## src/rtl/grid_a_star_path_search_macros.svh

```systemverilog
// Assertion macros for the grid A* path search block.
// Included by every RTL file that carries concurrent assertions.
`ifndef GRID_A_STAR_PATH_SEARCH_MACROS_SVH
`define GRID_A_STAR_PATH_SEARCH_MACROS_SVH
`ifndef ASSERT_OFF
`define GASP_ASSERT(lbl, clk, rstn, prop) \
    lbl: assert property (@(posedge clk) disable iff (!rstn) prop) \
        else $error("assertion failed");
`define GASP_NEVER(lbl, clk, rstn, expr) \
    lbl: assert property (@(posedge clk) disable iff (!rstn) !(expr)) \
        else $error("forbidden condition seen");
`else
`define GASP_ASSERT(lbl, clk, rstn, prop)
`define GASP_NEVER(lbl, clk, rstn, expr)
`endif
`endif

```

## src/rtl/gasp_pkg.sv

```systemverilog
// Shared types and constants for the grid A* path search block.
// No dependencies; used by controller, datapath and top level.
`timescale 1ns / 1ps
package gasp_pkg;

    localparam int GRID_DIM_DEF = 8;
    localparam int COORD_W      = 3;
    localparam int CFG_W        = 4;
    localparam logic [CFG_W-1:0] CFG_DIM_RESET = 4'd8;

    // register indexes
    localparam logic REG_GRID_WIDTH  = 1'b0;
    localparam logic REG_GRID_HEIGHT = 1'b1;

    // request commands
    localparam logic CMD_MAP_WRITE = 1'b0;
    localparam logic CMD_SEARCH    = 1'b1;

    // neighbour order
    localparam logic [1:0] DIR_POS_X = 2'd0;
    localparam logic [1:0] DIR_NEG_X = 2'd1;
    localparam logic [1:0] DIR_POS_Y = 2'd2;
    localparam logic [1:0] DIR_NEG_Y = 2'd3;

    typedef enum logic [3:0] {
        S_IDLE,
        S_INIT,
        S_SC_ORD,
        S_SC_COST,
        S_SC_CMP,
        S_POP,
        S_SH_RD,
        S_SH_WR,
        S_EX_RD,
        S_EX_UPD,
        S_NEXT,
        S_TR_WR,
        S_TR_NXT,
        S_EM_RD,
        S_EM_OUT,
        S_NOPATH
    } state_t;

    typedef struct packed {
        logic map_wr;
        logic capture;
        logic init;
        logic scan_begin;
        logic sc_ord;
        logic sc_cost;
        logic sc_cmp;
        logic pop;
        logic sh_rd;
        logic sh_wr;
        logic sh_done;
        logic ex_rd;
        logic ex_upd;
        logic d_step;
        logic tr_wr;
        logic tr_nxt;
        logic em_rd;
        logic em_out;
        logic nopath;
    } ctrl_cmd_t;

    typedef struct packed {
        logic req_ok;
        logic scan_more;
        logic sh_more;
        logic cur_goal;
        logic nb_cand;
        logic d_last;
        logic open_empty;
        logic at_start;
        logic k_zero;
    } ctrl_stat_t;

endpackage

```

## src/rtl/gasp_ctrl.sv

```systemverilog
// Sequencing state machine for the grid A* path search.
// Depends on gasp_pkg; drives the datapath through ctrl_cmd_t.
`timescale 1ns / 1ps
module gasp_ctrl (
    input  logic                   clk,
    input  logic                   rst_n,
    input  logic                   start,
    input  logic                   command,
    input  gasp_pkg::ctrl_stat_t   stat,
    output gasp_pkg::ctrl_cmd_t    cmd,
    output logic                   busy
);

    gasp_pkg::state_t state_reg;
    gasp_pkg::state_t state_next;

    // state register
    always_ff @(posedge clk or negedge rst_n)
    begin
        if (!rst_n)
        begin
            state_reg <= gasp_pkg::S_IDLE;
        end
        else
        begin
            state_reg <= state_next;
        end
    end

    // next state
    always_comb
    begin
        state_next = state_reg;
        unique case (state_reg)
            gasp_pkg::S_IDLE:
            begin
                if (start && command == gasp_pkg::CMD_SEARCH)
                begin
                    state_next = stat.req_ok ? gasp_pkg::S_INIT : gasp_pkg::S_NOPATH;
                end
            end
            gasp_pkg::S_INIT:    state_next = gasp_pkg::S_SC_ORD;
            gasp_pkg::S_SC_ORD:
            begin
                state_next = stat.scan_more ? gasp_pkg::S_SC_COST : gasp_pkg::S_POP;
            end
            gasp_pkg::S_SC_COST: state_next = gasp_pkg::S_SC_CMP;
            gasp_pkg::S_SC_CMP:  state_next = gasp_pkg::S_SC_ORD;
            gasp_pkg::S_POP:     state_next = gasp_pkg::S_SH_RD;
            gasp_pkg::S_SH_RD:
            begin
                if (stat.sh_more)
                begin
                    state_next = gasp_pkg::S_SH_WR;
                end
                else
                begin
                    state_next = stat.cur_goal ? gasp_pkg::S_TR_WR : gasp_pkg::S_EX_RD;
                end
            end
            gasp_pkg::S_SH_WR:   state_next = gasp_pkg::S_SH_RD;
            gasp_pkg::S_EX_RD:
            begin
                if (stat.nb_cand)
                begin
                    state_next = gasp_pkg::S_EX_UPD;
                end
                else if (stat.d_last)
                begin
                    state_next = gasp_pkg::S_NEXT;
                end
            end
            gasp_pkg::S_EX_UPD:
            begin
                state_next = stat.d_last ? gasp_pkg::S_NEXT : gasp_pkg::S_EX_RD;
            end
            gasp_pkg::S_NEXT:
            begin
                state_next = stat.open_empty ? gasp_pkg::S_NOPATH : gasp_pkg::S_SC_ORD;
            end
            gasp_pkg::S_TR_WR:
            begin
                state_next = stat.at_start ? gasp_pkg::S_EM_RD : gasp_pkg::S_TR_NXT;
            end
            gasp_pkg::S_TR_NXT:  state_next = gasp_pkg::S_TR_WR;
            gasp_pkg::S_EM_RD:   state_next = gasp_pkg::S_EM_OUT;
            gasp_pkg::S_EM_OUT:
            begin
                state_next = stat.k_zero ? gasp_pkg::S_IDLE : gasp_pkg::S_EM_RD;
            end
            gasp_pkg::S_NOPATH:  state_next = gasp_pkg::S_IDLE;
            default:             state_next = gasp_pkg::S_IDLE;
        endcase
    end

    // command decode
    always_comb
    begin
        cmd = '0;
        unique case (state_reg)
            gasp_pkg::S_IDLE:
            begin
                if (start)
                begin
                    cmd.capture = (command == gasp_pkg::CMD_SEARCH);
                    cmd.map_wr  = (command == gasp_pkg::CMD_MAP_WRITE);
                end
            end
            gasp_pkg::S_INIT:    cmd.init    = 1'b1;
            gasp_pkg::S_SC_ORD:  cmd.sc_ord  = 1'b1;
            gasp_pkg::S_SC_COST: cmd.sc_cost = 1'b1;
            gasp_pkg::S_SC_CMP:  cmd.sc_cmp  = 1'b1;
            gasp_pkg::S_POP:     cmd.pop     = 1'b1;
            gasp_pkg::S_SH_RD:
            begin
                cmd.sh_rd   = stat.sh_more;
                cmd.sh_done = !stat.sh_more;
            end
            gasp_pkg::S_SH_WR:   cmd.sh_wr   = 1'b1;
            gasp_pkg::S_EX_RD:
            begin
                cmd.ex_rd  = stat.nb_cand;
                cmd.d_step = !stat.nb_cand;
            end
            gasp_pkg::S_EX_UPD:
            begin
                cmd.ex_upd = 1'b1;
                cmd.d_step = 1'b1;
            end
            gasp_pkg::S_NEXT:    cmd.scan_begin = 1'b1;
            gasp_pkg::S_TR_WR:   cmd.tr_wr   = 1'b1;
            gasp_pkg::S_TR_NXT:  cmd.tr_nxt  = 1'b1;
            gasp_pkg::S_EM_RD:   cmd.em_rd   = 1'b1;
            gasp_pkg::S_EM_OUT:  cmd.em_out  = 1'b1;
            gasp_pkg::S_NOPATH:  cmd.nopath  = 1'b1;
            default:             cmd = '0;
        endcase
    end

    assign busy = (state_reg != gasp_pkg::S_IDLE);

endmodule

```

## src/rtl/gasp_datapath.sv

```systemverilog
// Map, open list, cost/parent stores and path trail for the A* search.
// Depends on gasp_pkg and the assertion macros header.
`timescale 1ns / 1ps
`include "grid_a_star_path_search_macros.svh"
module gasp_datapath #(
    parameter int GRID_DIM = gasp_pkg::GRID_DIM_DEF
) (
    input  logic                              clk,
    input  logic                              rst_n,
    input  logic                              cfg_we,
    input  logic                              cfg_idx,
    input  logic [gasp_pkg::CFG_W-1:0]        cfg_wdata,
    input  logic [gasp_pkg::COORD_W-1:0]      cell_x,
    input  logic [gasp_pkg::COORD_W-1:0]      cell_y,
    input  logic                              walkable,
    input  logic [gasp_pkg::COORD_W-1:0]      start_x,
    input  logic [gasp_pkg::COORD_W-1:0]      start_y,
    input  logic [gasp_pkg::COORD_W-1:0]      goal_x,
    input  logic [gasp_pkg::COORD_W-1:0]      goal_y,
    input  gasp_pkg::ctrl_cmd_t               cmd,
    output gasp_pkg::ctrl_stat_t              stat,
    output logic                              result_valid,
    output logic [gasp_pkg::COORD_W-1:0]      step_x,
    output logic [gasp_pkg::COORD_W-1:0]      step_y,
    output logic                              found,
    output logic                              last
);

    localparam int CW    = (GRID_DIM > 1) ? $clog2(GRID_DIM) : 1;
    localparam int AW    = 2 * CW;
    localparam int CELLS = 1 << AW;
    localparam int NW    = AW + 1;
    localparam int KW    = AW + 1;
    localparam int HW    = CW + 1;
    localparam int FW    = KW + 1;
    localparam int DW    = gasp_pkg::CFG_W;

    // configuration
    logic [DW-1:0] width_reg, height_reg, w_eff, h_eff;

    always_ff @(posedge clk or negedge rst_n)
    begin
        if (!rst_n)
        begin
            width_reg  <= gasp_pkg::CFG_DIM_RESET;
            height_reg <= gasp_pkg::CFG_DIM_RESET;
        end
        else if (cfg_we)
        begin
            if (cfg_idx == gasp_pkg::REG_GRID_WIDTH)
            begin
                width_reg <= cfg_wdata;
            end
            if (cfg_idx == gasp_pkg::REG_GRID_HEIGHT)
            begin
                height_reg <= cfg_wdata;
            end
        end
    end

    assign w_eff = (width_reg > DW'(GRID_DIM)) ? DW'(GRID_DIM) : width_reg;
    assign h_eff = (height_reg > DW'(GRID_DIM)) ? DW'(GRID_DIM) : height_reg;

    // search state
    logic [CW-1:0]    sx_reg, sy_reg, gx_reg, gy_reg;
    logic [NW-1:0]    cnt_reg, i_reg, n_reg;
    logic [AW-1:0]    j_reg, best_idx_reg, best_cell_reg, cur_reg, nb_reg, p_reg, k_reg;
    logic [KW-1:0]    best_g_reg, gcur_reg;
    logic [FW-1:0]    best_f_reg;
    logic [HW-1:0]    best_h_reg;
    logic [1:0]       d_reg;
    logic [CELLS-1:0] open_reg, closed_reg, wvld_reg;

    logic [AW-1:0] s_cell, g_cell;
    assign s_cell = {sy_reg, sx_reg};
    assign g_cell = {gy_reg, gx_reg};

    // memories
    logic [AW-1:0] ord_mem  [CELLS];
    logic [KW-1:0] cost_mem [CELLS];
    logic [AW-1:0] par_mem  [CELLS];
    logic          walk_mem [CELLS];
    logic [AW-1:0] tr_mem   [CELLS];
    logic [AW-1:0] ord_q, par_q, tr_q;
    logic [KW-1:0] cost_q;
    logic          walk_q;

    // map write address
    logic          map_in;
    logic [AW-1:0] map_addr;
    assign map_in   = ({1'b0, cell_x} < DW'(GRID_DIM)) && ({1'b0, cell_y} < DW'(GRID_DIM));
    assign map_addr = {cell_y[CW-1:0], cell_x[CW-1:0]};

    // request range check
    assign stat.req_ok = ({1'b0, start_x} < w_eff) && ({1'b0, start_y} < h_eff)
                      && ({1'b0, goal_x} < w_eff) && ({1'b0, goal_y} < h_eff);

    // heuristic of the scanned entry
    logic [CW-1:0] ox, oy;
    logic [HW-1:0] sc_h;
    logic [FW-1:0] sc_f;
    logic          sc_take;
    assign ox   = ord_q[CW-1:0];
    assign oy   = ord_q[AW-1:CW];
    assign sc_h = HW'((ox > gx_reg) ? ox - gx_reg : gx_reg - ox)
                + HW'((oy > gy_reg) ? oy - gy_reg : gy_reg - oy);
    assign sc_f = FW'(cost_q) + FW'(sc_h);
    assign sc_take = (i_reg == '0) || (sc_f < best_f_reg)
                  || ((sc_f == best_f_reg) && (sc_h < best_h_reg));

    // neighbour of the current cell
    logic [DW-1:0] cx_w, cy_w, nx_w, ny_w;
    logic          nb_rng;
    logic [AW-1:0] nb_c;
    always_comb
    begin
        cx_w   = DW'(cur_reg[CW-1:0]);
        cy_w   = DW'(cur_reg[AW-1:CW]);
        nx_w   = cx_w;
        ny_w   = cy_w;
        nb_rng = 1'b0;
        case (d_reg)
            gasp_pkg::DIR_POS_X:
            begin
                nx_w   = cx_w + DW'(1);
                nb_rng = (nx_w < w_eff) && (cy_w < h_eff);
            end
            gasp_pkg::DIR_NEG_X:
            begin
                nx_w   = cx_w - DW'(1);
                nb_rng = (cx_w != '0) && (nx_w < w_eff) && (cy_w < h_eff);
            end
            gasp_pkg::DIR_POS_Y:
            begin
                ny_w   = cy_w + DW'(1);
                nb_rng = (ny_w < h_eff) && (cx_w < w_eff);
            end
            default:
            begin
                ny_w   = cy_w - DW'(1);
                nb_rng = (cy_w != '0) && (ny_w < h_eff) && (cx_w < w_eff);
            end
        endcase
        nb_c = {ny_w[CW-1:0], nx_w[CW-1:0]};
    end

    assign stat.nb_cand = nb_rng && !closed_reg[nb_c];
    assign stat.d_last  = (d_reg == gasp_pkg::DIR_NEG_Y);

    // relaxation of the neighbour
    logic [KW-1:0] ng;
    logic          nb_walk, upd_wr, ins_wr;
    assign ng      = gcur_reg + KW'(1);
    assign nb_walk = walk_q && wvld_reg[nb_reg];
    assign upd_wr  = cmd.ex_upd && nb_walk && open_reg[nb_reg] && (ng < cost_q);
    assign ins_wr  = cmd.ex_upd && nb_walk && !open_reg[nb_reg] && (cnt_reg < NW'(CELLS));

    // status
    assign stat.scan_more  = (i_reg < cnt_reg);
    assign stat.sh_more    = (NW'(j_reg) + NW'(1)) < cnt_reg;
    assign stat.cur_goal   = (cur_reg == g_cell);
    assign stat.open_empty = (cnt_reg == '0);
    assign stat.at_start   = (p_reg == s_cell);
    assign stat.k_zero     = (k_reg == '0);

    // control registers
    always_ff @(posedge clk or negedge rst_n)
    begin
        if (!rst_n)
        begin
            cnt_reg    <= '0;
            i_reg      <= '0;
            n_reg      <= '0;
            d_reg      <= gasp_pkg::DIR_POS_X;
            open_reg   <= '0;
            closed_reg <= '0;
            wvld_reg   <= '0;
        end
        else
        begin
            if (cmd.map_wr && map_in)
            begin
                wvld_reg[map_addr] <= 1'b1;
            end
            if (cmd.init)
            begin
                // only the start cell is open
                open_reg   <= {{(CELLS-1){1'b0}}, 1'b1} << s_cell;
                closed_reg <= '0;
                cnt_reg    <= NW'(1);
                i_reg      <= '0;
            end
            if (cmd.scan_begin)
            begin
                i_reg <= '0;
            end
            if (cmd.sc_cmp)
            begin
                i_reg <= i_reg + NW'(1);
            end
            if (cmd.pop)
            begin
                open_reg[best_cell_reg]   <= 1'b0;
                closed_reg[best_cell_reg] <= 1'b1;
            end
            if (cmd.sh_done)
            begin
                cnt_reg <= cnt_reg - NW'(1);
                d_reg   <= gasp_pkg::DIR_POS_X;
                n_reg   <= '0;
            end
            if (cmd.d_step)
            begin
                d_reg <= d_reg + 2'd1;
            end
            if (ins_wr)
            begin
                open_reg[nb_reg] <= 1'b1;
                cnt_reg          <= cnt_reg + NW'(1);
            end
            if (cmd.tr_wr)
            begin
                n_reg <= n_reg + NW'(1);
            end
        end
    end

    // payload registers
    always_ff @(posedge clk)
    begin
        if (cmd.capture)
        begin
            sx_reg <= start_x[CW-1:0];
            sy_reg <= start_y[CW-1:0];
            gx_reg <= goal_x[CW-1:0];
            gy_reg <= goal_y[CW-1:0];
        end
        if (cmd.sc_cmp && sc_take)
        begin
            best_idx_reg  <= i_reg[AW-1:0];
            best_cell_reg <= ord_q;
            best_g_reg    <= cost_q;
            best_f_reg    <= sc_f;
            best_h_reg    <= sc_h;
        end
        if (cmd.pop)
        begin
            cur_reg  <= best_cell_reg;
            gcur_reg <= best_g_reg;
            j_reg    <= best_idx_reg;
        end
        if (cmd.sh_wr)
        begin
            j_reg <= j_reg + AW'(1);
        end
        if (cmd.ex_rd)
        begin
            nb_reg <= nb_c;
        end
        if (cmd.sh_done)
        begin
            p_reg <= cur_reg;
        end
        if (cmd.tr_wr)
        begin
            k_reg <= n_reg[AW-1:0];
        end
        if (cmd.tr_nxt)
        begin
            p_reg <= par_q;
        end
        if (cmd.em_out)
        begin
            k_reg <= k_reg - AW'(1);
        end
    end

    // open order store
    always_ff @(posedge clk)
    begin
        if (cmd.init)
        begin
            ord_mem[0] <= s_cell;
        end
        else if (cmd.sh_wr)
        begin
            ord_mem[j_reg] <= ord_q;
        end
        else if (ins_wr)
        begin
            ord_mem[cnt_reg[AW-1:0]] <= nb_reg;
        end
        if (cmd.sc_ord)
        begin
            ord_q <= ord_mem[i_reg[AW-1:0]];
        end
        else if (cmd.sh_rd)
        begin
            ord_q <= ord_mem[j_reg + AW'(1)];
        end
    end

    // cost and parent stores
    always_ff @(posedge clk)
    begin
        if (cmd.init)
        begin
            cost_mem[s_cell] <= '0;
            par_mem[s_cell]  <= s_cell;
        end
        else if (upd_wr || ins_wr)
        begin
            cost_mem[nb_reg] <= ng;
            par_mem[nb_reg]  <= cur_reg;
        end
        if (cmd.sc_cost)
        begin
            cost_q <= cost_mem[ord_q];
        end
        else if (cmd.ex_rd)
        begin
            cost_q <= cost_mem[nb_c];
        end
        if (cmd.tr_wr)
        begin
            par_q <= par_mem[p_reg];
        end
    end

    // walkability map
    always_ff @(posedge clk)
    begin
        if (cmd.map_wr && map_in)
        begin
            walk_mem[map_addr] <= walkable;
        end
        if (cmd.ex_rd)
        begin
            walk_q <= walk_mem[nb_c];
        end
    end

    // path trail, goal first
    always_ff @(posedge clk)
    begin
        if (cmd.tr_wr)
        begin
            tr_mem[n_reg[AW-1:0]] <= p_reg;
        end
        if (cmd.em_rd)
        begin
            tr_q <= tr_mem[k_reg];
        end
    end

    // result strobe
    always_ff @(posedge clk or negedge rst_n)
    begin
        if (!rst_n)
        begin
            result_valid <= 1'b0;
        end
        else
        begin
            result_valid <= cmd.em_out || cmd.nopath;
        end
    end

    // result payload
    always_ff @(posedge clk)
    begin
        if (cmd.em_out)
        begin
            step_x <= gasp_pkg::COORD_W'(tr_q[CW-1:0]);
            step_y <= gasp_pkg::COORD_W'(tr_q[AW-1:CW]);
            found  <= 1'b1;
            last   <= (k_reg == '0);
        end
        else if (cmd.nopath)
        begin
            step_x <= '0;
            step_y <= '0;
            found  <= 1'b0;
            last   <= 1'b1;
        end
    end

    `GASP_NEVER(a_cnt_bound, clk, rst_n, cnt_reg > NW'(CELLS))
    `GASP_ASSERT(a_nopath_last, clk, rst_n, (result_valid && !found) |-> last)
    `GASP_ASSERT(a_gap_after_last, clk, rst_n, (result_valid && last) |=> !result_valid)

endmodule

```

## src/rtl/grid_a_star_path_search.sv

```systemverilog
// Top level of the grid A* path search block.
// Depends on gasp_pkg, gasp_ctrl and gasp_datapath.
//
// Usage:
//   Requests are taken when start is high and busy is low. command selects a
//   map write (cell_x, cell_y, walkable; done in the same cycle, no result,
//   busy stays low) or a search from start_x/start_y to goal_x/goal_y.
//   A search emits the path cells from start to goal, one per result_valid
//   strobe, with last on the final one; with no path one result with
//   found low and last high is given. Results cannot be held off.
//   Configuration (cfg_we, cfg_idx, cfg_wdata) sets grid width and height.
// Sequence:
//   Each expansion scans the open list entry by entry (order read, cost
//   read, compare), moves each entry after the chosen one down (read,
//   write) and tries four neighbours (read, update for a candidate); the
//   single-ported open-order store sets this pace. The path is traced from
//   goal to start into the trail, then emitted from it (read, output).
// Reset:
//   The map reads as blocked and width and height return to 8.
`timescale 1ns / 1ps
module grid_a_star_path_search #(
    parameter int GRID_DIM = gasp_pkg::GRID_DIM_DEF
) (
    input  logic                              clk,
    input  logic                              rst_n,
    input  logic                              cfg_we,
    input  logic                              cfg_idx,
    input  logic [gasp_pkg::CFG_W-1:0]        cfg_wdata,
    input  logic                              start,
    output logic                              busy,
    input  logic                              command,
    input  logic [gasp_pkg::COORD_W-1:0]      cell_x,
    input  logic [gasp_pkg::COORD_W-1:0]      cell_y,
    input  logic                              walkable,
    input  logic [gasp_pkg::COORD_W-1:0]      start_x,
    input  logic [gasp_pkg::COORD_W-1:0]      start_y,
    input  logic [gasp_pkg::COORD_W-1:0]      goal_x,
    input  logic [gasp_pkg::COORD_W-1:0]      goal_y,
    output logic                              result_valid,
    output logic [gasp_pkg::COORD_W-1:0]      step_x,
    output logic [gasp_pkg::COORD_W-1:0]      step_y,
    output logic                              found,
    output logic                              last
);

    gasp_pkg::ctrl_cmd_t  cmd;
    gasp_pkg::ctrl_stat_t stat;

    // sequencer
    gasp_ctrl u_ctrl (
        .clk     (clk),
        .rst_n   (rst_n),
        .start   (start),
        .command (command),
        .stat    (stat),
        .cmd     (cmd),
        .busy    (busy)
    );

    // storage and arithmetic
    gasp_datapath #(
        .GRID_DIM (GRID_DIM)
    ) u_datapath (
        .clk          (clk),
        .rst_n        (rst_n),
        .cfg_we       (cfg_we),
        .cfg_idx      (cfg_idx),
        .cfg_wdata    (cfg_wdata),
        .cell_x       (cell_x),
        .cell_y       (cell_y),
        .walkable     (walkable),
        .start_x      (start_x),
        .start_y      (start_y),
        .goal_x       (goal_x),
        .goal_y       (goal_y),
        .cmd          (cmd),
        .stat         (stat),
        .result_valid (result_valid),
        .step_x       (step_x),
        .step_y       (step_y),
        .found        (found),
        .last         (last)
    );

endmodule
```

## config.mk

```make
export PLATFORM = sky130hd
export DESIGN_NAME = grid_a_star_path_search
export DESIGN_NICKNAME = d
export VERILOG_FILES = /design/src/rtl/gasp_pkg.sv /design/src/rtl/gasp_ctrl.sv /design/src/rtl/gasp_datapath.sv /design/src/rtl/grid_a_star_path_search.sv
export VERILOG_INCLUDE_DIRS = /design/src /design/src/rtl
export SDC_FILE = /design/constraint.sdc
export NUM_CORES = 2
export LEC_CHECK = 0
export BUFFER_PORTS_ARGS = -buffer_cell sky130_fd_sc_hd__buf_2
export CORE_MARGIN = 2
export CORE_UTILIZATION = 25
export DETAILED_ROUTE_END_ITERATION = 10
export SETUP_SLACK_MARGIN = 0.15
export SLEW_MARGIN = 30
export SYNTH_ARGS = -nofsm -noshare
export SYNTH_HDL_FRONTEND = slang
export SYNTH_HIERARCHICAL = 1
export SYNTH_SLANG_ARGS = --single-unit
```

## constraint.sdc

```tcl
create_clock -name clk -period 18.21 [get_ports clk]
set_input_delay 0.9105 -clock clk [delete_from_list [all_inputs] [get_ports clk]]
set_output_delay 0.9105 -clock clk [all_outputs]
set_load 0.005 [all_outputs]
```

## Yosys cells after proc, flatten, opt, wreduce, memory -nomap -nowiden

Memory sizes are Yosys's and may differ from the RTL's. A register that Yosys moved wholly into a read port is not among the register bits.
Cells that the tools add are included.

| storage, ports and cells | value |
|---|---|
| bits in registers | 329 |
| bits in latches | 0 |
| memory bits (writable) | 1664 |
| memory bits (read-only) | 0 |
| input port bits | 29 |
| output and inout port bits | 10 |
| logic and storage cells | 281 |
| memories | 5 |

| operators by class | value |
|---|---|
| add/sub/neg operators | 19 |
| $mul | 0 |
| divide/modulo/power cells | 0 |
| $lt $le $gt $ge | 27 |
| equality and inequality tests | 23 |
| shifts and indexed selects | 1 |
| multiplexer cells | 109 |
| bitwise gates (word level) | 7 |
| reductions and logical operators | 58 |

Memory list:

| memory | words | width | rd ports | clocked after Yosys merged registers in | wr ports | line | RTL |
|---|---|---|---|---|---|---|---|
| u_datapath.cost_mem | 64 | 7 | 2 | 1 | 1 | gasp_datapath.sv:80 | `logic [KW-1:0] cost_mem [CELLS];` |
| u_datapath.ord_mem | 64 | 6 | 2 | 0 | 1 | gasp_datapath.sv:79 | `logic [AW-1:0] ord_mem [CELLS];` |
| u_datapath.par_mem | 64 | 6 | 1 | 1 | 1 | gasp_datapath.sv:81 | `logic [AW-1:0] par_mem [CELLS];` |
| u_datapath.tr_mem | 64 | 6 | 1 | 1 | 1 | gasp_datapath.sv:83 | `logic [AW-1:0] tr_mem [CELLS];` |
| u_datapath.walk_mem | 64 | 1 | 1 | 1 | 1 | gasp_datapath.sv:82 | `logic walk_mem [CELLS];` |

Operator list:

| cell | number |
|---|---|
| $mux W64 | 5 |
| $or A64 B64 Y64 | 3 |
| $mux W6 | 16 |
| $mux W7 | 11 |
| $and A64 B64 Y64 | 1 |
| $not A64 Y64 | 1 |
| $shl A1 B6 Y64 const A | 1 |
| $pmux W4 S14 | 1 |
| $mux W1 | 45 |
| $mux W4 | 11 |
| $eq A4 B4 Y1 const B | 8 |
| $add A7 B1 Y7 const B | 4 |
| $lt A6 B7 Y1 const B | 4 |
| $lt A3 B4 Y1 | 6 |
| $logic_and A1 B1 Y1 | 22 |
| $lt A7 B7 Y1 | 3 |
| $lt A4 B4 Y1 | 5 |
| $bmux W1 S6 | 3 |
| $demux W1 S6 | 3 |
| $ge A6 B1 Y1 const B | 3 |
| $reduce_or A6 Y1 | 3 |
| $eq A4 B3 Y1 const B | 4 |
| $reduce_bool A2 Y1 | 8 |
| $sub A3 B3 Y4 | 4 |
| 38 further kinds | 69 |

## Longest topological paths before layout

| depth | value |
|---|---|
| depth after elaboration | 12 |
| depth in mapped cells | 23 |
| mapped depth without buffers | 23 |

## Modules after synthesis

The synthesis kept the hierarchy.

By module, submodules not included:

| module | times used | cells an instance | area an instance (um^2) | seq. area each (um^2) |
|---|---|---|---|---|
| gasp_datapath | 1 | 4929 | 89245.6 | 59084.2 |
| gasp_ctrl | 1 | 75 | 515.5 | 100.1 |

## Least setup slack after synthesis

Ideal clock, no wire load.

| timing | value |
|---|---|
| kind | flip-flop to flip-flop |
| from | register u_datapath.gy_reg[0] |
| to | register u_datapath.best_cell_reg[0], enable pin |
| setup time | 429 ps |
| arrival time | 6063 ps |
| required time | 17781 ps |
| slack | 11718 ps |
| cell stages (with the launch flop) | 23 |
| buffers on the path | 0 |
| period minus slack after synthesis | 6492 ps |
| path through | edfxtp_1 ha_1 inv_1 fa_1 inv_1 fa_1 a31oi_1 mux2_2 ha_1 a21o_1 a21oi_1 xor2_1 xnor2_1 ha_1 a21oi_1 xnor2_1 ha_1 o21a_1 o21a_1 o21a_1 o21ai_0 nand2b_1 a21oi_1 |

| on the way | value |
|---|---|
| longest elaborated chain between the ends | 8 |
| elaborated cells on any way between the ends | 13 |
| those cells by class | add/sub (4); order compare (3); eq/ne (1); mux (1); reduce/logical (4) |

RTL lines:

| what | line | RTL |
|---|---|---|
| start: declaration | gasp_datapath.sv:65 | `logic [CW-1:0] sx_reg, sy_reg, gx_reg, gy_reg;` |
| start signal: assignment | gasp_datapath.sv:236 | `gy_reg <= goal_y[CW-1:0];` |
| $sub A3 B3 Y4 / $gt A3 B3 Y1 (equally long branches) | gasp_datapath.sv:106 | `+ HW'((oy > gy_reg) ? oy - gy_reg : gy_reg - oy);` |
| $mux W4 * | gasp_datapath.sv:106 |  |
| $add A4 B4 Y4 * | gasp_datapath.sv:106 |  |
| via u_datapath.sc_h[3] | gasp_datapath.sv:100 | `logic [HW-1:0] sc_h;` |
| $add A7 B4 Y8 * | gasp_datapath.sv:107 | `assign sc_f = FW'(cost_q) + FW'(sc_h);` |
| via u_datapath.sc_f[4] | gasp_datapath.sv:101 | `logic [FW-1:0] sc_f;` |
| $lt A8 B8 Y1 / $eq A8 B8 Y1 (equally long branches) | gasp_datapath.sv:108, gasp_datapath.sv:109 |  |
| $logic_or A1 B1 Y1 / $logic_and A1 B1 Y1 (equally long branches) | gasp_datapath.sv:108, gasp_datapath.sv:109 |  |
| $logic_or A1 B1 Y1 * | gasp_datapath.sv:109 | `\|\| ((sc_f == best_f_reg) && (sc_h < best_h_reg));` |
| $logic_and A1 B1 Y1 * | gasp_datapath.sv:238 | `if (cmd.sc_cmp && sc_take)` |
| end signal: assignment | gasp_datapath.sv:241 | `best_cell_reg <= ord_q;` |
| end: declaration | gasp_datapath.sv:67 | `logic [AW-1:0] j_reg, best_idx_reg, best_cell_reg, cur_reg, nb_reg, p_reg, k_reg;` |

Mark *: on every way through the listed nets, which the timed path passes. The rest lies on a longest branch.
A chain may end at the register's enable or synchronous reset.

## Worst setup path in the final report

| timing | value |
|---|---|
| from | register u_datapath.ord_q[3] |
| to | register u_datapath.best_cell_reg[3], enable pin |

| on the way | value |
|---|---|
| longest elaborated chain between the ends | 8 |
| elaborated cells on any way between the ends | 13 |
| those cells by class | add/sub (4); order compare (3); eq/ne (1); mux (1); reduce/logical (4) |

RTL lines:

| what | line | RTL |
|---|---|---|
| start: declaration | gasp_datapath.sv:84 | `logic [AW-1:0] ord_q, par_q, tr_q;` |
| start signal: assignment | gasp_datapath.sv:295 | `ord_q <= ord_mem[i_reg[AW-1:0]];` |
| start signal: assignment | gasp_datapath.sv:299 | `ord_q <= ord_mem[j_reg + AW'(1)];` |
| $sub A3 B3 Y4 / $gt A3 B3 Y1 (equally long branches) | gasp_datapath.sv:106 |  |
| $mux W4 * | gasp_datapath.sv:106 |  |
| $add A4 B4 Y4 * | gasp_datapath.sv:106 |  |
| via u_datapath.sc_h[3] | gasp_datapath.sv:100 |  |
| $add A7 B4 Y8 * | gasp_datapath.sv:107 |  |
| via u_datapath.sc_f[5] | gasp_datapath.sv:101 |  |
| $lt A8 B8 Y1 / $eq A8 B8 Y1 (equally long branches) | gasp_datapath.sv:108, gasp_datapath.sv:109 |  |
| $logic_or A1 B1 Y1 / $logic_and A1 B1 Y1 (equally long branches) | gasp_datapath.sv:108, gasp_datapath.sv:109 |  |
| $logic_or A1 B1 Y1 * | gasp_datapath.sv:109 |  |
| $logic_and A1 B1 Y1 * | gasp_datapath.sv:238 |  |

Marked as above.

==> metrics <==
worst-path maximum fanout 12; Post-Route WL around 250 mm; ys async rst share 0.113; Post-CTS Setup Bufs 0; post-synthesis cell type count 90; area occupied by registers 59,200 sq um; Max Slew Vio Count 0; fin crit share 0.342; status complete, no violations; Final ANT Viol Nets 0; CTS Sinks between 2,000 and 2,500; post-DR wirelength/cell around 25 microns; H-Tree Depth 4; largest net degree at the start of global routing 138; Slew HR 0.278; Post-Syn Area 89,800 sq um; synth-to-layout area growth 14.9%; num ports 39; gpl congestion 0.880; Die H ~600 microns; Synth area leader edfxtp_1; Yosys warnings 6; sequential area share after synthesis 0.659; Total GRT Usage 0.133; Largest register FFs 448; endpoints failing hold 0; Synth Area per Inst 17.9 sq um; Worst Hold Class input pin to async pin; Req. time, crit path 18.74 ns; Reg clk slew, reported paths 0.07 ns; reg2reg start u_datapath/ord_q[3]; final hold slack slightly above 0.08 ns; ys flop type edfxtp_1; top cell type's share of synthesized area 0.594; critical path's largest stage delay 0.53 ns; count leader, synth edfxtp_1; Syn Nets 5,133; Root Driver clkbuf_16; number of synthesized register bits 2,011; CP Launch Point u_datapath/ord_q[3]; CP Capture Type register; clk buf depth 4; CORE AREA between 300,000 and 400,000 sq um; starting density of the core 0.251; Vias 50,416; Residual DRC 0; die area 364,000 sq um; Final #Nets 5,180; RSZ-0062 raised after global routing no; CP arrival 6.76 ns; Critical-path top delay cell a31oi_1; final setup TNS 0 ns; clk_lat worst skew 0.87 ns; first-pass GRT wire length 360 mm; cts repair resizes 0; ranking of synthesized cells by area edfxtp_1, mux4_2, dfrtp_1; type of origin of the critical path register; Largest Register u_datapath/cost_mem; Filler cells 34,902; total grt overflow 0; kind of cell adding the most delay to the critical path adder cells; hold buffers post-CTS 0; Rows 220; CP Buf/Inv Count 5; Max-Cap Viols 0; Mapped Cells 5,004; Worst-Margin Slew 1.08 ns; placed wire-length estimate roughly 160 mm; initial drt markers 6,298; cell mode on critical path ha_1; worst-path cell chain inv_1, ha_1, inv_1, fa_1, inv_1, fa_1, a31oi_1, mux2_2, ha_1, a21o_1, a21oi_1, xor2_1, xnor2_1, ha_1, nor2b_1, o21ai_0, xnor2_1, ha_1, nand4_1, nor4b_1, a32oi_1, a21oi_4, buf_8, buf_8; worst vdd ir 99.6 uV; critical setup path kind register to register; Die W about 600 microns; initial antenna violation count 16; CTS tree yes; final count of negative-setup-slack endpoints 0; EDFF count, synth 1,777; PortBufs 38; Period minus WS final 6.23 ns; Max Clk Rate 161 MHz; Tot Pwr 0.0136 W; drt first pass iters 6; TritonCTS buffer count 205; Clock Skew roughly 0.082 ns; multi-input logic area 29,500 sq um; power density cells between 100 and 150 nW/um^2; Pleak 32.2 nW; most frequent cells after synthesis edfxtp_1, mux4_2, nor2_1, nand2_1, dfrtp_1; vias per cell 5.05; vias in the first global route 50,353; share of cells above drive strength 1 0.282
-- worst paths after layout --
kind	slack, ns	cells past startpoint	end
setup reg to reg	11.98	24	u_datapath/best_cell_reg[3]
setup / recovery	11.98	24	u_datapath/best_cell_reg[3]
max in group asynchronous	16.63	2	u_datapath/open_reg[2]
hold reg to reg	0.36	0	u_datapath/gcur_reg[3]
min in group clk	0.27	1	u_datapath/sy_reg[1]
hold / removal	0.08	1	u_datapath/cnt_reg[2]
-- routing by layer --
layer,track usage,part of all wire
met5,0,0.00027
met4,0.0514,0.041
met3,0.0243,0.083
met2,0.211,0.47
met1,0.180,0.41
-- power by group --
part	internal [W]	switching (W)	total, W
combinational	0.00158	0.00227	0.00385
clock	0.00250	0.00176	0.00426
sequential	0.00531	0.000209	0.00552
total	0.00939	0.00424	0.0136
-- placed cells by master, fill, tap and decap left out, drive strengths merged, types with 80 or more instances in the layout --
| cell | n |
|---|---|
| buf | 160 |
| clkbuf | 254 |
| dfrtp | 225 |
| edfxtp | 1777 |
| ha | 92 |
| inv | 91 |
| mux4 | 793 |
| nand2 | 255 |
| nor2 | 353 |
| o21ai | 96 |
| o22ai | 80 |
| or2 | 83 |
-- final cells by class --
type	instances	share of cell area
diodes	7	0.000170
clock buffers	254	0.0525
well taps	4773	0.0579
flip-flops and latches	2011	0.574
inverters	87	0.00324
repair buffers	160	0.0135
multi-input cells	2586	0.286
clock inverters	112	0.0125
-- through the flow --
stage                     setup WS, ns  std cells   util  instance area [sq um]
after detailed placement         12.06       9611  0.269                  96200
final                            11.98       9990  0.288                 103000
after global routing             11.52       9985  0.288                 103000
after global placement           11.72       9602  0.268                  96000
after floorplan                  11.72       5004      -                  89800
after CTS                        12.00       9977  0.287                 103000
-- kinds of logic after synthesis --
family / Yosys count / synth area share
adders and majority gates: 100 / 0.0146
AOI/OAI and AO/OA: 545 / 0.0416
muxes: 871 / 0.208
buffers and inverters: 407 / 0.0183
and+or+nand+nor: 1027 / 0.0537
xor gates and xnor gates: 43 / 0.00420
DFF: 2011 / 0.659
(Power assumes the default switching activity.)
